<file path="src/fc16_pkg.sv">
package fc16_pkg;

	// One received byte and its end-of-frame flag.
	typedef struct packed {
		logic [7:0] rx_byte;
		logic       is_last;
	} in_item_t;

	// One result: a payload byte or a frame verdict.
	typedef struct packed {
		logic       out_kind;
		logic [7:0] payload_byte;
		logic [7:0] payload_index;
		logic       frame_ok;
		logic [1:0] error_code;
		logic [7:0] msg_type;
		logic [7:0] seq_num;
		logic [7:0] payload_length;
	} out_item_t;

	// Operations that the front hands to the back.
	typedef enum logic [2:0] {
		OP_TYPE    = 3'd0,
		OP_SEQ     = 3'd1,
		OP_LEN     = 3'd2,
		OP_PAYLOAD = 3'd3,
		OP_CRC_HI  = 3'd4,
		OP_VERDICT = 3'd5
	} op_t;

	// One classified request in the queue between front and back.
	typedef struct packed {
		op_t        op;
		logic [7:0] data;
		logic [7:0] index;
		logic [1:0] err;
	} req_t;

	localparam logic [15:0] CRC_INIT  = 16'hFFFF;
	localparam logic [15:0] CRC_POLY  = 16'h1021;
	localparam logic [15:0] CRC_TOP   = 16'h8000;
	localparam logic [8:0]  COUNT_MAX = 9'd511;
	localparam logic [8:0]  HDR_LEN   = 9'd3;
	localparam logic [9:0]  MIN_FRAME = 10'd5;

	localparam logic [1:0] ERR_OK     = 2'd0;
	localparam logic [1:0] ERR_SHORT  = 2'd1;
	localparam logic [1:0] ERR_LENGTH = 2'd2;
	localparam logic [1:0] ERR_CRC    = 2'd3;

	localparam logic OUT_PAYLOAD = 1'b0;
	localparam logic OUT_VERDICT = 1'b1;

	// Byte-parallel CRC-16/CCITT-FALSE update, most significant bit first.
	function automatic logic [15:0] crc_byte(input logic [15:0] crc, input logic [7:0] b);
		logic [15:0] c;
		c = crc ^ {b, 8'h00};
		for (int k = 0; k < 8; k++) begin
			if ((c & CRC_TOP) != 16'h0000) begin
				c = (c << 1) ^ CRC_POLY;
			end else begin
				c = c << 1;
			end
		end
		return c;
	endfunction

endpackage

</file>
<file path="src/fc16_front.sv">
module fc16_front (
	input  logic              clk,
	input  logic              arst_n,
	input  logic              accept,
	input  fc16_pkg::in_item_t item,
	output logic              req_push,
	output fc16_pkg::req_t    req
);

	localparam logic [8:0] HDR_LEN_EXT = fc16_pkg::HDR_LEN;

	logic [8:0] count_q;
	logic [7:0] length_q;
	logic [9:0] crc_pos;
	logic [9:0] total;
	logic [9:0] expected;
	logic       in_payload;
	logic       useful;
	logic [8:0] index_full;

	// Position bookkeeping for the current frame.
	assign crc_pos    = {1'b0, HDR_LEN_EXT} + {2'b00, length_q};
	assign total      = {1'b0, count_q} + 10'd1;
	assign expected   = {2'b00, length_q} + fc16_pkg::MIN_FRAME;
	assign in_payload = (count_q >= fc16_pkg::HDR_LEN) && ({1'b0, count_q} < crc_pos);
	assign index_full = count_q - fc16_pkg::HDR_LEN;

	// Classify the incoming byte.
	always_comb begin
		req.data  = item.rx_byte;
		req.index = index_full[7:0];
		req.err   = fc16_pkg::ERR_OK;
		req.op    = fc16_pkg::OP_VERDICT;
		useful    = 1'b1;
		if (item.is_last) begin
			req.op = fc16_pkg::OP_VERDICT;
			if (total < fc16_pkg::MIN_FRAME) begin
				req.err = fc16_pkg::ERR_SHORT;
			end else if (total != expected) begin
				req.err = fc16_pkg::ERR_LENGTH;
			end else begin
				req.err = fc16_pkg::ERR_OK;
			end
		end else if (count_q == 9'd0) begin
			req.op = fc16_pkg::OP_TYPE;
		end else if (count_q == 9'd1) begin
			req.op = fc16_pkg::OP_SEQ;
		end else if (count_q == 9'd2) begin
			req.op = fc16_pkg::OP_LEN;
		end else if (in_payload) begin
			req.op = fc16_pkg::OP_PAYLOAD;
		end else if ({1'b0, count_q} == crc_pos) begin
			req.op = fc16_pkg::OP_CRC_HI;
		end else begin
			// Low CRC byte not flagged last, or trailing bytes: nothing to do.
			useful = 1'b0;
		end
	end

	assign req_push = accept && useful;

	// Byte counter, saturating on overlong frames.
	always_ff @(posedge clk or negedge arst_n) begin
		if (!arst_n) begin
			count_q <= 9'd0;
		end else if (accept) begin
			if (item.is_last) begin
				count_q <= 9'd0;
			end else if (count_q != fc16_pkg::COUNT_MAX) begin
				count_q <= count_q + 9'd1;
			end
		end
	end

	// The length field is held here, since classification depends on it.
	always_ff @(posedge clk) begin
		if (accept && !item.is_last && (count_q == 9'd2)) begin
			length_q <= item.rx_byte;
		end
	end

endmodule

</file>
<file path="src/fc16_queue.sv">
module fc16_queue #(
	parameter int DEPTH = 2
) (
	input  logic           clk,
	input  logic           arst_n,
	input  logic           push,
	input  fc16_pkg::req_t wr_req,
	input  logic           pop,
	output fc16_pkg::req_t head,
	output logic           full,
	output logic           empty
);

	localparam int PW = (DEPTH > 1) ? $clog2(DEPTH) : 1;
	localparam int CW = $clog2(DEPTH + 1);
	localparam logic [PW-1:0] LAST_PTR  = PW'(DEPTH - 1);
	localparam logic [CW-1:0] FULL_CNT  = CW'(DEPTH);

	fc16_pkg::req_t mem_q [DEPTH];
	logic [PW-1:0] wr_ptr_q;
	logic [PW-1:0] rd_ptr_q;
	logic [CW-1:0] count_q;
	logic          do_push;
	logic          do_pop;

	assign full    = (count_q == FULL_CNT);
	assign empty   = (count_q == '0);
	assign do_push = push && !full;
	assign do_pop  = pop && !empty;
	assign head    = mem_q[rd_ptr_q];

	// Storage for queued requests.
	always_ff @(posedge clk) begin
		if (do_push) begin
			mem_q[wr_ptr_q] <= wr_req;
		end
	end

	// Pointers and fill level.
	always_ff @(posedge clk or negedge arst_n) begin
		if (!arst_n) begin
			wr_ptr_q <= '0;
			rd_ptr_q <= '0;
			count_q  <= '0;
		end else begin
			if (do_push) begin
				wr_ptr_q <= (wr_ptr_q == LAST_PTR) ? '0 : wr_ptr_q + PW'(1);
			end
			if (do_pop) begin
				rd_ptr_q <= (rd_ptr_q == LAST_PTR) ? '0 : rd_ptr_q + PW'(1);
			end
			if (do_push && !do_pop) begin
				count_q <= count_q + CW'(1);
			end else if (do_pop && !do_push) begin
				count_q <= count_q - CW'(1);
			end
		end
	end

endmodule

</file>
<file path="src/fc16_back.sv">
module fc16_back (
	input  logic                clk,
	input  logic                arst_n,
	input  logic                req_empty,
	input  fc16_pkg::req_t      req,
	output logic                req_pop,
	input  logic                pop,
	output logic                empty,
	output fc16_pkg::out_item_t result
);

	logic [15:0]         crc_q;
	logic [7:0]          type_q;
	logic [7:0]          seq_q;
	logic [7:0]          len_q;
	logic [7:0]          crc_hi_q;
	logic                out_valid_q;
	fc16_pkg::out_item_t result_q;
	fc16_pkg::out_item_t next_result;
	logic                produces;
	logic                ready;
	logic [1:0]          err;

	// The output slot frees up when its result is taken.
	assign ready   = !out_valid_q || pop;
	assign req_pop = !req_empty && ready;
	assign empty   = !out_valid_q;
	assign result  = result_q;

	// Final error code, adding the CRC check to the front's length checks.
	always_comb begin
		if (req.err != fc16_pkg::ERR_OK) begin
			err = req.err;
		end else if ({crc_hi_q, req.data} != crc_q) begin
			err = fc16_pkg::ERR_CRC;
		end else begin
			err = fc16_pkg::ERR_OK;
		end
	end

	// Build the result for the request at the head of the queue.
	always_comb begin
		next_result = '0;
		produces    = 1'b0;
		case (req.op)
			fc16_pkg::OP_PAYLOAD: begin
				produces                  = 1'b1;
				next_result.out_kind      = fc16_pkg::OUT_PAYLOAD;
				next_result.payload_byte  = req.data;
				next_result.payload_index = req.index;
			end
			fc16_pkg::OP_VERDICT: begin
				produces               = 1'b1;
				next_result.out_kind   = fc16_pkg::OUT_VERDICT;
				next_result.error_code = err;
				if (err == fc16_pkg::ERR_OK) begin
					next_result.frame_ok       = 1'b1;
					next_result.msg_type       = type_q;
					next_result.seq_num        = seq_q;
					next_result.payload_length = len_q;
				end
			end
			default: begin
				produces = 1'b0;
			end
		endcase
	end

	// Running CRC over header and payload, restarted after each verdict.
	always_ff @(posedge clk or negedge arst_n) begin
		if (!arst_n) begin
			crc_q <= fc16_pkg::CRC_INIT;
		end else if (req_pop) begin
			case (req.op)
				fc16_pkg::OP_TYPE, fc16_pkg::OP_SEQ, fc16_pkg::OP_LEN,
				fc16_pkg::OP_PAYLOAD: begin
					crc_q <= fc16_pkg::crc_byte(crc_q, req.data);
				end
				fc16_pkg::OP_VERDICT: begin
					crc_q <= fc16_pkg::CRC_INIT;
				end
				default: begin
					crc_q <= crc_q;
				end
			endcase
		end
	end

	// Header fields and the high CRC byte.
	always_ff @(posedge clk) begin
		if (req_pop) begin
			case (req.op)
				fc16_pkg::OP_TYPE:   type_q   <= req.data;
				fc16_pkg::OP_SEQ:    seq_q    <= req.data;
				fc16_pkg::OP_LEN:    len_q    <= req.data;
				fc16_pkg::OP_CRC_HI: crc_hi_q <= req.data;
				default: begin
				end
			endcase
		end
	end

	// Output register holding the oldest waiting result.
	always_ff @(posedge clk or negedge arst_n) begin
		if (!arst_n) begin
			out_valid_q <= 1'b0;
		end else if (req_pop && produces) begin
			out_valid_q <= 1'b1;
		end else if (pop) begin
			out_valid_q <= 1'b0;
		end
	end

	always_ff @(posedge clk) begin
		if (req_pop && produces) begin
			result_q <= next_result;
		end
	end

endmodule

</file>
<file path="src/frame_checker_crc16.sv">
// A byte's result is registered in the middle queue and then the output register.
// Throughput: one byte per cycle while the middle queue has room, set by the
// byte-parallel CRC update; header, high CRC and trailing bytes give no result.
// Up to QUEUE_DEPTH classified bytes plus one result are buffered under stall.
// Reset (arst_n low, asynchronous) empties the queue and the output register,
// zeroes the byte count and loads the CRC with its initial value.
module frame_checker_crc16 #(
	parameter int QUEUE_DEPTH = 2
) (
	input  logic                clk,
	input  logic                arst_n,
	input  logic                push,
	output logic                full,
	input  fc16_pkg::in_item_t  item,
	output logic                empty,
	input  logic                pop,
	output fc16_pkg::out_item_t result
);

	fc16_pkg::req_t front_req;
	fc16_pkg::req_t head_req;
	logic           front_push;
	logic           mid_full;
	logic           mid_empty;
	logic           mid_pop;
	logic           accept;

	// A request is taken whenever the middle queue has room.
	assign full   = mid_full;
	assign accept = push && !mid_full;

	fc16_front u_front (
		.clk      (clk),
		.arst_n   (arst_n),
		.accept   (accept),
		.item     (item),
		.req_push (front_push),
		.req      (front_req)
	);

	fc16_queue #(
		.DEPTH (QUEUE_DEPTH)
	) u_queue (
		.clk    (clk),
		.arst_n (arst_n),
		.push   (front_push),
		.wr_req (front_req),
		.pop    (mid_pop),
		.head   (head_req),
		.full   (mid_full),
		.empty  (mid_empty)
	);

	fc16_back u_back (
		.clk       (clk),
		.arst_n    (arst_n),
		.req_empty (mid_empty),
		.req       (head_req),
		.req_pop   (mid_pop),
		.pop       (pop),
		.empty     (empty),
		.result    (result)
	);

endmodule

</file>
<file path="config.mk">
export PLATFORM = sky130hd
export DESIGN_NAME = frame_checker_crc16
export DESIGN_NICKNAME = d
export VERILOG_FILES = /design/src/fc16_pkg.sv /design/src/fc16_front.sv /design/src/fc16_queue.sv /design/src/fc16_back.sv /design/src/frame_checker_crc16.sv
export SDC_FILE = /design/constraint.sdc
export NUM_CORES = 1
export LEC_CHECK = 0
export BUFFER_PORTS_ARGS = -buffer_cell sky130_fd_sc_hd__buf_4
export CORE_ASPECT_RATIO = 0.9
export CORE_UTILIZATION = 64
export DETAILED_ROUTE_END_ITERATION = 10
export PLACE_DENSITY_LB_ADDON = 0.2
export SYNTH_ARGS = -nofsm -noshare
export SYNTH_HDL_FRONTEND = slang
export SYNTH_SLANG_ARGS = --single-unit
</file>
<file path="constraint.sdc">
create_clock -name clk -period 11.4 [get_ports clk]
set_input_delay 2.28 -clock clk [delete_from_list [all_inputs] [get_ports clk]]
set_output_delay 2.28 -clock clk [all_outputs]
set_load 0.01 [all_outputs]
</file>
==> results by group, run 1 <==
Detailed routing
  • Average wire per cell in the routed design: 18.5 um
  • Mean number of vias per cell: 5.93
  • Routed WL: ~14 mm
  • Number of nets with antenna violations after routing: 0
  • Total number of vias: 4,455
  • Starting DRT DRC Count: approximately 320
  • First-pass DRT Iterations: 5
  • Number of remaining DRC errors: 0

Die
  • Placement Rows: 36
  • Die height: 102 um
  • Core region area: between 10,000 and 15,000 um^2
  • Die X-Extent: roughly 110 um
  • Total Die Area: roughly 12,000 um^2
  • Boundary pin count: between 50 and 60
  • Initial Util: 0.658

Synthesis
  • Synth Cell Area: roughly 7000 um^2
  • Ys Warns: 0
  • Synthesized netlist net count: 573
  • Library cell occupying the most area in the post-synthesis netlist: sky130_fd_sc_hd__edfxtp_1
  • Async set-reset flop share out of synthesis: 0.192
  • Proportion of synthesized chip area in sequential cells: 0.640
  • Area share of the largest cell type after synthesis: 0.532
  • Count of different cell masters after synthesis: around 60
  • EDFF count, synth: 126
  • Most instantiated cells after synthesis: 126 x sky130_fd_sc_hd__edfxtp_1, 53 x sky130_fd_sc_hd__nor2_1, 36 x sky130_fd_sc_hd__xor2_1
  • Synth area leaders: sky130_fd_sc_hd__edfxtp_1 53%, sky130_fd_sc_hd__dfstp_2 5.9%, sky130_fd_sc_hd__dfrtp_1 4.9%
  • Avg Synthesized Cell Area: about 13 um^2
  • Primary FF master, synth: sky130_fd_sc_hd__edfxtp_1
  • Number of flip-flops and latches in the synthesized netlist: 156
  • Syn Inst Count: roughly 540
  • Count leader, synth: sky130_fd_sc_hd__edfxtp_1

STA
  • Maximum frequency from static timing analysis: 0.245 GHz
  • Max Slew Vio Count: 0
  • Ratio of final minimum period to clock period: 0.358
  • Total count of hold-check failures in the final report: 0
  • Worst-case headroom to the max-slew limit: 0.254
  • Setup violations, final: 0
  • RSZ-0062 raised after global routing: no
  • Worst slack on hold paths: 0.502 ns
  • Total Neg Setup Slack: 0 ns
  • Fin Clk Skew: ~0.0070 ns
  • Worst slew pin tran: about 1.1 ns
  • Final worst slack: ~7.3 ns
  • Minimum clock period: 4.08 ns

Critical path
  • Critical Path Sink Type: register
  • Critical path fanouts, max: 13
  • Setup Crit Path Kind: reg -> reg
  • Startpoint type of the worst setup path: register
  • Worst endpoint data arrival time: roughly 4.2 ns
  • Worst EP required: about 12 ns

Global route
  • First-pass GRT wire length: 21.9 mm
  • Number of antenna violations at the first check in global routing: 0
  • Global routing usage summed across all routing layers: 0.259
  • Via count of the first global-routing pass: roughly 4,300
  • Pin count of the biggest net entering global routing: 36
  • Grt ovf: 0

Run
  • Max Cap Viol: 0

Clock tree
  • Clk_lat worst skew: around 0.42 ns
  • Clock-pin transition on the worst setup and hold timing paths: 0.06 ns
  • TritonCTS buffer count: 17
  • Clk Tree Root Cell: sky130_fd_sc_hd__clkbuf_16
  • H-tree Lvls: 4
  • Clock Sink Count: ~160
  • Hold Buf Count CTS: 0
  • Cts repair resizes: 0
  • Clock tree from TritonCTS: done
  • Number of buffers inserted to repair setup after CTS: 0
  • Maximum clock insertion buffer count: 2

Place
  • Placer's final routability congestion estimate: between 0.9 and 1
  • HPWL reported at the end of detailed placement: between 9 and 10 mm
  • Post-placement setup slack: 7.39 ns
  • Input/output buffers: 58

Run status
  • Status: complete, no violations

Finish
  • Ant. Diodes: 0
  • Ratio of cells with drive above 1 in the final layout: 0.201
  • Net count reported at finish: 636
  • Post-synthesis to final-layout area growth: 16.2%
  • Layout fillers: 658

Pwr
  • P_leak: about 3.1 nW
  • Worst ir drop on vdd: around 180 uV
  • Pwr/cell area: between 200 and 300 nW/um^2

Hold path
  • Hold Path Class: reg -> reg
==> placed cells by master, fill, tap and decap left out, types with 3 or more instances in the layout <==
| master | Yosys | layout |
|---|---|---|
| sky130_fd_sc_hd__xor2_1 | 36 | 36 |
| sky130_fd_sc_hd__nand2_1 | 26 | 26 |
| sky130_fd_sc_hd__dfstp_2 | 16 | 16 |
| sky130_fd_sc_hd__a21oi_1 | 25 | 24 |
| sky130_fd_sc_hd__and4_1 | 3 | 3 |
| sky130_fd_sc_hd__o21ai_1 | 3 | 3 |
| sky130_fd_sc_hd__ha_1 | 17 | 17 |
| sky130_fd_sc_hd__a22o_1 | 3 | 3 |
| sky130_fd_sc_hd__nor3_1 | 11 | 11 |
| sky130_fd_sc_hd__and2_1 | 28 | 28 |
| sky130_fd_sc_hd__nor4_1 | 7 | 7 |
| sky130_fd_sc_hd__inv_1 | 25 | 25 |
| sky130_fd_sc_hd__inv_6 | 0 | 3 |
| sky130_fd_sc_hd__dfrtp_1 | 14 | 14 |
| sky130_fd_sc_hd__and3_1 | 6 | 6 |
| sky130_fd_sc_hd__o21ai_0 | 17 | 17 |
| sky130_fd_sc_hd__mux2i_1 | 12 | 12 |
| sky130_fd_sc_hd__a21oi_2 | 3 | 3 |
| sky130_fd_sc_hd__clkbuf_16 | 0 | 17 |
| sky130_fd_sc_hd__mux2i_2 | 4 | 4 |
| sky130_fd_sc_hd__xnor2_1 | 32 | 32 |
| sky130_fd_sc_hd__buf_4 | 1 | 63 |
| sky130_fd_sc_hd__o21a_1 | 4 | 4 |
| sky130_fd_sc_hd__nand2b_1 | 5 | 5 |
| sky130_fd_sc_hd__nor2_1 | 53 | 53 |
| sky130_fd_sc_hd__bufinv_16 | 0 | 3 |
| sky130_fd_sc_hd__nand4_1 | 7 | 7 |
| sky130_fd_sc_hd__edfxtp_1 | 126 | 126 |
| sky130_fd_sc_hd__nand3_1 | 6 | 6 |
| sky130_fd_sc_hd__clkinvlp_4 | 0 | 3 |
==> state kept, by name (all words and copies together), names as in the netlist <==
name	cells
u_back.crc_hi_q	8
u_queue.mem_q	42
u_front.length_q	8
u_queue.wr_ptr_q	1
u_queue.rd_ptr_q	1
u_back.result	44
u_back.crc_q	16
u_front.count_q	9
u_back.seq_q	8
u_back.type_q	8
u_back.out_valid_q	1
u_back.len_q	8
u_queue.count_q	2
==> worst max-delay path, stage by stage (launching register included) <==
cell,delay [ns]
sky130_fd_sc_hd__edfxtp_1,0.43
sky130_fd_sc_hd__inv_1,0.11
sky130_fd_sc_hd__ha_1,0.24
sky130_fd_sc_hd__nor2_1,0.21
sky130_fd_sc_hd__nand3_1,0.12
sky130_fd_sc_hd__xor2_1,0.16
sky130_fd_sc_hd__ha_1,0.32
sky130_fd_sc_hd__nand4_1,0.17
sky130_fd_sc_hd__o221ai_1,0.18
sky130_fd_sc_hd__o41ai_1,0.54
sky130_fd_sc_hd__o21ai_0,0.30
sky130_fd_sc_hd__nor2_1,0.63
sky130_fd_sc_hd__buf_4,0.36
==> where the power goes <==
group | total [W] | switching (W) | internal [W]
combinational | 0.000807 | 0.000487 | 0.000320
clock | 0.000565 | 0.000220 | 0.000344
sequential | 0.000966 | 0.0000947 | 0.000871
==> through the flow <==
| step | area [um^2] | utilization | power (W) | std cells |
|---|---|---|---|---|
| final | 8270 | 0.765 | 0.00234 | 751 |
| after CTS | 8270 | 0.765 | 0.00234 | 751 |
| after global placement | 7680 | 0.710 | 0.00173 | 720 |
| after floorplan | 7120 | - | 0.00151 | 543 |
| after global routing | 8270 | 0.765 | 0.00245 | 751 |
| after detailed placement | 7680 | 0.710 | 0.00177 | 720 |
==> cell type report <==
class	count	area (um^2)	share of cell area
Sequential cell	156	4550	0.550
Multi-Input combinational cell	343	2390	0.289
Timing Repair Buffer	63	473	0.0572
Clock buffer	18	429	0.0519
Tap cell	133	166	0.0201
Clock inverter	13	165	0.0200
Inverter	25	93.8	0.0113
==> path summary, 6_finish.rpt <==
path / to / slack (ns) / depth (start not counted) / start
setup / recovery: u_queue.mem_q[1][17] / 7.32 / 12 / u_front.length_q[0]
hold / removal: u_queue.count_q[1] / 0.50 / 1 / u_queue.count_q[1]
setup reg to reg: u_queue.mem_q[1][17] / 7.32 / 12 / u_front.length_q[0]
hold reg to reg: u_queue.count_q[1] / 0.50 / 1 / u_queue.count_q[1]
max in group asynchronous: u_back.crc_q[6] / 9.25 / 1 / arst_n
min in group asynchronous: u_back.out_valid_q / 1.80 / 1 / arst_n
==> cell families (layout without fill, tap and decap cells) <==
logic type               after synthesis  count (layout)  synth area share
AO/OA/AOI/OAI                         74              74            0.0652
XOR/XNOR                              70              70            0.0891
adder cells (fa/ha/maj)               17              17            0.0299
buffers and inverters                 44             119            0.0257
flip-flops                           156             156             0.640
multiplexers                          20              20            0.0341
AND/OR/NAND/NOR                      162             162             0.116
==> per-layer routing <==
| metal | vias to the layer above | wire (um) | global-route usage |
|---|---|---|---|
| li1 | 2073 | - | - |
| met1 | 2189 | 6010 | 0.337 |
| met2 | 180 | 6810 | 0.430 |
| met3 | 13 | 922 | 0.0712 |
| met4 | 0 | 177 | 0.0820 |
| met5 | - | 0 | 0 |
Note: power is estimated with default switching activity, not from simulation.
==> run 2, diff against run 1 <==
CORE_UTILIZATION = 60   (was 64)
clock period = 3.9 ns   (was 11.4 ns; I/O delays follow)
==> run 2 against run 1 <==
Compared with the run above: clock skew is 0.0063 ns higher; sequential power rose to 2.9 times the previous value; global-route usage down 2.1 points; via count decreased by 2.1%; final cell count rose by 3.7%; flip-flop and latch count stayed put; setup slack got worse by 6.8 ns; maximum frequency grew 21%; register-to-register slack worse by 6.8 ns; critical endpoint is now u_queue.mem_q[0][11]; largest power group unchanged.
==> results by group, run 2 (synthesized netlist as in run 1, its figures left out) <==
Detailed routing
  • Mean number of vias per cell: between 5 and 6
  • Starting DRT DRC Count: approximately 450
  • Routed WL: 13.1 mm
  • Average wire per cell in the routed design: approximately 17 um
  • Number of remaining DRC errors: 0
  • Number of nets with antenna violations after routing: 0
  • Total number of vias: 4,360
  • First-pass DRT Iterations: 5

Run status
  • Status: complete, no violations

Place
  • Post-placement setup slack: slightly below 0.4 ns
  • HPWL reported at the end of detailed placement: ~9.3 mm
  • Input/output buffers: 58
  • Placer's final routability congestion estimate: approximately 0.82

Run
  • Max Cap Viol: 0

Clock tree
  • Clock-pin transition on the worst setup and hold timing paths: about 0.06 ns
  • Clk Tree Root Cell: sky130_fd_sc_hd__clkbuf_16
  • Maximum clock insertion buffer count: 2
  • TritonCTS buffer count: 17
  • Clock Sink Count: 156
  • H-tree Lvls: 4
  • Clock tree from TritonCTS: done
  • Clk_lat worst skew: between 0.4 and 0.5 ns

Die
  • Die height: 105 um
  • Initial Util: 0.620
  • Core region area: roughly 11,000 um^2
  • Placement Rows: 37
  • Die X-Extent: about 120 um
  • Boundary pin count: 59
  • Total Die Area: between 10,000 and 15,000 um^2

STA
  • Setup violations, final: 0
  • Max Slew Vio Count: 0
  • RSZ-0062 raised after global routing: no
  • Worst-case headroom to the max-slew limit: 0.337
  • Minimum clock period: roughly 3.4 ns
  • Total count of hold-check failures in the final report: 0
  • Final worst slack: around 0.52 ns
  • Fin Clk Skew: 0.0133 ns
  • Total Neg Setup Slack: 0 ns
  • Ratio of final minimum period to clock period: 0.867
  • Worst slew pin tran: about 0.99 ns
  • Worst slack on hold paths: 0.297 ns
  • Maximum frequency from static timing analysis: just under 0.3 GHz

Critical path
  • R2R Setup Slk: between 0.5 and 0.6 ns
  • Setup Crit Path Kind: reg -> reg
  • Largest delay contributor family on the critical path: compound AO/OA/AOI/OAI gates
  • Worst EP required: between 4 and 5 ns
  • Critical Path Sink Type: register
  • Critical path fanouts, max: 13
  • Startpoint type of the worst setup path: register
  • Worst path cell trace: inv_1 > ha_1 > nor2_1 > nand3_1 > xor2_1 > ha_1 > nand4_1 > o221ai_1 > o41ai_2 > o21ai_1 > nor2_1 > buf_4
  • WP buf/inv: 2
  • Library cell contributing the largest single delay on the critical path: sky130_fd_sc_hd__o41ai_2
  • CP peak stage delay: about 0.45 ns
  • Start of the worst register-to-register path: u_front.length_q[0]
  • Worst endpoint data arrival time: 3.49 ns
  • Start point of the critical path: u_front.length_q[0]
  • Capturing point of the worst reg2reg path: u_queue.mem_q[0][11]
  • FF-to-FF path depth: 12

Global route
  • Via count of the first global-routing pass: a little over 4,000
  • Global routing usage summed across all routing layers: 0.238
  • Grt ovf: 0
  • First-pass GRT wire length: 21.1 mm
  • Pin count of the biggest net entering global routing: 46
  • Number of antenna violations at the first check in global routing: 0

Finish
  • Most used cells in the layout excluding fill and tap cells: 126 x sky130_fd_sc_hd__edfxtp_1, 68 x sky130_fd_sc_hd__buf_4, 53 x sky130_fd_sc_hd__nor2_1
  • Ant. Diodes: 0
  • Net count reported at finish: about 640
  • Largest register FFs: 44
  • Ratio of cells with drive above 1 in the final layout: 0.205
  • Commonest non-fill, non-tap cell in the layout: sky130_fd_sc_hd__edfxtp_1
  • Post-synthesis to final-layout area growth: 16.1%

Pwr
  • Pwr/cell area: 795 nW/um^2
  • Worst ir drop on vdd: about 450 uV
  • P_leak: 3.13 nW

Hold path
  • Hold Path Class: in -> async
run 2: changes by cell type in the layout (fill, tap and decap cells not counted), sizes merged:
| cell | delta |
|---|---|
| buf | +5 |
| clkinvlp | +1 |
| clkbuf | +3 |
| inv | -1 |
| bufinv | -3 |
run 2: repair_timing:
action / CTS / global route
hold buffers: 0 / 0
resized for setup: 0 / 2
buffers inserted: 0 / 0
setup endpoints to repair: 0 / 31
run 2: worst reg2reg max path, delay by kind of cell (launching register included):
| kind | cells | cell delay [ns] |
|---|---|---|
| buf+inv | 2 | 0.34 |
| xor+xnor | 1 | 0.17 |
| compound gates | 3 | 0.87 |
| simple gates | 4 | 0.71 |
| fa+ha+maj | 2 | 0.56 |
| flops | 1 | 0.42 |
run 2: how the worst max path moves through the flow:
stage / end / slack [ns] / cells after the start
after global placement: u_queue.mem_q[0][10] / 0.54 / 12
final: u_queue.mem_q[0][11] / 0.52 / 12
after global routing: u_queue.count_q[1] / 0.18 / 14
after floorplan: u_queue.mem_q[0][0] / 0.13 / 11
after CTS: u_queue.mem_q[0][11] / 0.35 / 12
after detailed placement: u_queue.mem_q[0][11] / 0.39 / 12
run 2: cell type report:
class	instances	area (um^2)
flip-flops and latches	156	4550
well taps	156	195
repair buffers	68	510
clock inverters	10	71.3
clock buffers	21	440
multi-input cells	343	2400
fillers	761	3220
inverters	25	93.8
run 2: power breakdown:
part	leakage (nW)	switching, W	total, W	internal, W
combinational	1.38	0.00136	0.00230	0.000948
sequential	1.51	0.000292	0.00284	0.00255
clock	0.240	0.000618	0.00143	0.000809
run 2: stage by stage:
step                      total power, W  area [um^2]  utilization  instances
after floorplan                  0.00441         7120            -        543
after global placement           0.00508         7750        0.675        748
after detailed placement         0.00515         7750        0.675        748
after CTS                        0.00659         8260        0.719        779
after global routing             0.00694         8270        0.720        779
final                            0.00657         8270        0.720        779
run 2: routing by layer:
layer	global-route usage	routed length [um]
met3	0.0627	947
met2	0.346	5970
met1	0.347	6050
met4	0.0877	167
met5	0	0
==> run 3, diff against run 2 <==
GPL_TIMING_DRIVEN = 0   (was unset)
==> run 3 against run 2 <==
Compared with the run above: final cell count is 1.8% higher; critical path depth increased by 3; via count is 3.3% higher; critical path type unchanged.
==> results by group, run 3 (synthesized netlist as in run 1, its figures left out) <==
Clock tree
  • Clk_lat worst skew: 0.42 ns
  • H-tree Lvls: 4
  • TritonCTS buffer count: 17
  • Clock Sink Count: between 150 and 200
  • Clk Tree Root Cell: sky130_fd_sc_hd__clkbuf_16
  • Clock-pin transition on the worst setup and hold timing paths: roughly 0.07 ns
  • Maximum clock insertion buffer count: 2
  • Clock tree from TritonCTS: done

Finish
  • Post-synthesis to final-layout area growth: 18.8%
  • Post-layout instance area: around 8500 um^2
  • Most used cells in the layout excluding fill and tap cells: 126 x sky130_fd_sc_hd__edfxtp_1, 60 x sky130_fd_sc_hd__buf_4, 51 x sky130_fd_sc_hd__nor2_1
  • Ant. Diodes: 0
  • Ratio of cells with drive above 1 in the final layout: 0.215
  • Largest register FFs: between 40 and 50
  • Net count reported at finish: 654
  • Commonest non-fill, non-tap cell in the layout: sky130_fd_sc_hd__edfxtp_1

Place
  • Input/output buffers: a little under 60
  • Cell area after placement: 7840 um^2
  • Post-placement setup slack: -0.0265 ns
  • HPWL reported at the end of detailed placement: about 9.9 mm
  • Placer's final routability congestion estimate: 0.911

Detailed routing
  • Number of remaining DRC errors: 0
  • Starting DRT DRC Count: 430
  • Number of nets with antenna violations after routing: 0
  • Total number of vias: around 4,500
  • Mean number of vias per cell: 5.68
  • Average wire per cell in the routed design: roughly 18 um
  • First-pass DRT Iterations: 5
  • Routed WL: ~14 mm

Pwr
  • Fraction of power consumed by the clock network: 0.237
  • Switching share of total power: 0.346
  • Power share of the combinational group: 0.354
  • Sequential group share of total power: 0.408
  • Int Pwr: between 0.004 and 0.005 W
  • Net Sw Power: about 0.0024 W
  • Pwr/cell area: just over 800 nW/um^2
  • P_leak: roughly 3.2 nW
  • Worst ir drop on vdd: 470 uV

Critical path
  • Critical path fanouts, max: 5
  • Worst path cell trace: inv_1 > ha_1 > nor2_1 > nand3_1 > xor2_1 > ha_1 > nand4_1 > nor4_1 > o41ai_2 > o21ai_2 > inv_1 > ha_1 > xor2_1 > nor2_1 > xor2_1
  • Worst EP required: between 4 and 5 ns
  • Start of the worst register-to-register path: u_front.length_q[0]
  • Critical Path Sink Type: register
  • Worst endpoint data arrival time: 3.96 ns
  • Largest delay contributor family on the critical path: simple AND/OR/NAND/NOR gates
  • Startpoint type of the worst setup path: register
  • Start point of the critical path: u_front.length_q[0]
  • CP peak stage delay: approximately 0.43 ns
  • WP buf/inv: 2
  • Library cell contributing the largest single delay on the critical path: sky130_fd_sc_hd__edfxtp_1
  • Setup Crit Path Kind: reg -> reg

Die
  • Core region area: 11,500 um^2
  • Die X-Extent: around 120 um
  • Placement Rows: 37
  • Initial Util: 0.620
  • Total Die Area: ~12,000 um^2
  • Boundary pin count: 59
  • Die height: ~110 um

Global route
  • Via count of the first global-routing pass: roughly 4,200
  • Number of antenna violations at the first check in global routing: 0
  • Grt ovf: 0
  • Pin count of the biggest net entering global routing: 32
  • Global routing usage summed across all routing layers: 0.253
  • First-pass GRT wire length: 22.5 mm

STA
  • Worst slew pin tran: ~1.1 ns
  • Setup violations, final: 0
  • Maximum frequency from static timing analysis: around 0.28 GHz
  • Ratio of final minimum period to clock period: 0.926
  • Minimum clock period: ~3.6 ns
  • Fin Clk Skew: 0.00836 ns
  • Worst-case headroom to the max-slew limit: 0.234
  • Max Slew Vio Count: 0
  • Total count of hold-check failures in the final report: 0
  • Final worst slack: 0.287 ns

Hold path
  • Hold Path Class: in -> async

Run status
  • Status: complete, no violations

Run
  • Max Cap Viol: 0
==> run 3: path summary, 6_finish.rpt <==
check / to / slack (ns) / cells past startpoint
setup / recovery: u_queue.count_q[1] / 0.29 / 15
hold / removal: u_front.count_q[5] / 0.29 / 1
setup reg to reg: u_queue.count_q[1] / 0.29 / 15
hold reg to reg: u_back.result[21] / 0.52 / 1
max in group asynchronous: u_back.crc_q[10] / 3.25 / 1
min in group clk: u_back.result[21] / 0.52 / 1
==> run 3: cell type report <==
| type | instances | area [um^2] |
|---|---|---|
| flip-flops and latches | 156 | 4550 |
| repair buffers | 62 | 518 |
| clock buffers | 17 | 425 |
| plain buffers | 19 | 88.8 |
| clock inverters | 15 | 161 |
| well taps | 156 | 195 |
| inverters | 25 | 93.8 |
| multi-input cells | 343 | 2420 |
| fillers | 744 | 3020 |
==> run 3: worst register-to-register path, cell delays in order (launching register included) <==
cell and delay [ns]:
sky130_fd_sc_hd__edfxtp_1 0.43, sky130_fd_sc_hd__inv_1 0.13, sky130_fd_sc_hd__ha_1 0.25, sky130_fd_sc_hd__nor2_1 0.24, sky130_fd_sc_hd__nand3_1 0.13, sky130_fd_sc_hd__xor2_1 0.17, sky130_fd_sc_hd__ha_1 0.30, sky130_fd_sc_hd__nand4_1 0.25
sky130_fd_sc_hd__nor4_1 0.42, sky130_fd_sc_hd__o41ai_2 0.13, sky130_fd_sc_hd__o21ai_2 0.33, sky130_fd_sc_hd__inv_1 0.10, sky130_fd_sc_hd__ha_1 0.22, sky130_fd_sc_hd__xor2_1 0.16, sky130_fd_sc_hd__nor2_1 0.14, sky130_fd_sc_hd__xor2_1 0.16
==> run 3: power groups by stage <==
stage                     clock, W  sequential, W  combinational (W)
after floorplan                  0        0.00287            0.00154
after global placement           0        0.00282            0.00223
after detailed placement         0        0.00283            0.00239
after CTS                  0.00165        0.00281            0.00243
after global routing       0.00173        0.00286            0.00267
final                      0.00163        0.00281            0.00244
==> run 3: repair_timing <==
item / 4_1_cts / 5_1_grt
gates resized for setup: 1 / 4
hold buffers: 0 / 0
setup endpoints to repair: 33 / 42
pin swaps: 1 / 0
hold endpoints to repair: 0 / 0
buffers inserted: 1 / 0
==> run 3: per-stage QoR <==
step                      total power [W]   util  TNS (ns)  instances  hold WS [ns]
after global placement            0.00505  0.675    -33.07        757         0.481
after CTS                         0.00690  0.735         0        793         0.288
after global routing              0.00726  0.737  -0.00332        793         0.301
after floorplan                   0.00441      -         0        543         0.465
final                             0.00689  0.737         0        793         0.286
after detailed placement          0.00523  0.683    -0.487        760         0.502
==> run 3: layer usage <==
| layer | GRT usage | wire, um | up-vias |
|---|---|---|---|
| met5 | 0 | 0 | - |
| met4 | 0.0805 | 155 | 0 |
| met3 | 0.0690 | 922 | 13 |
| met2 | 0.382 | 6800 | 165 |
| met1 | 0.358 | 6300 | 2214 |
| li1 | - | - | 2112 |
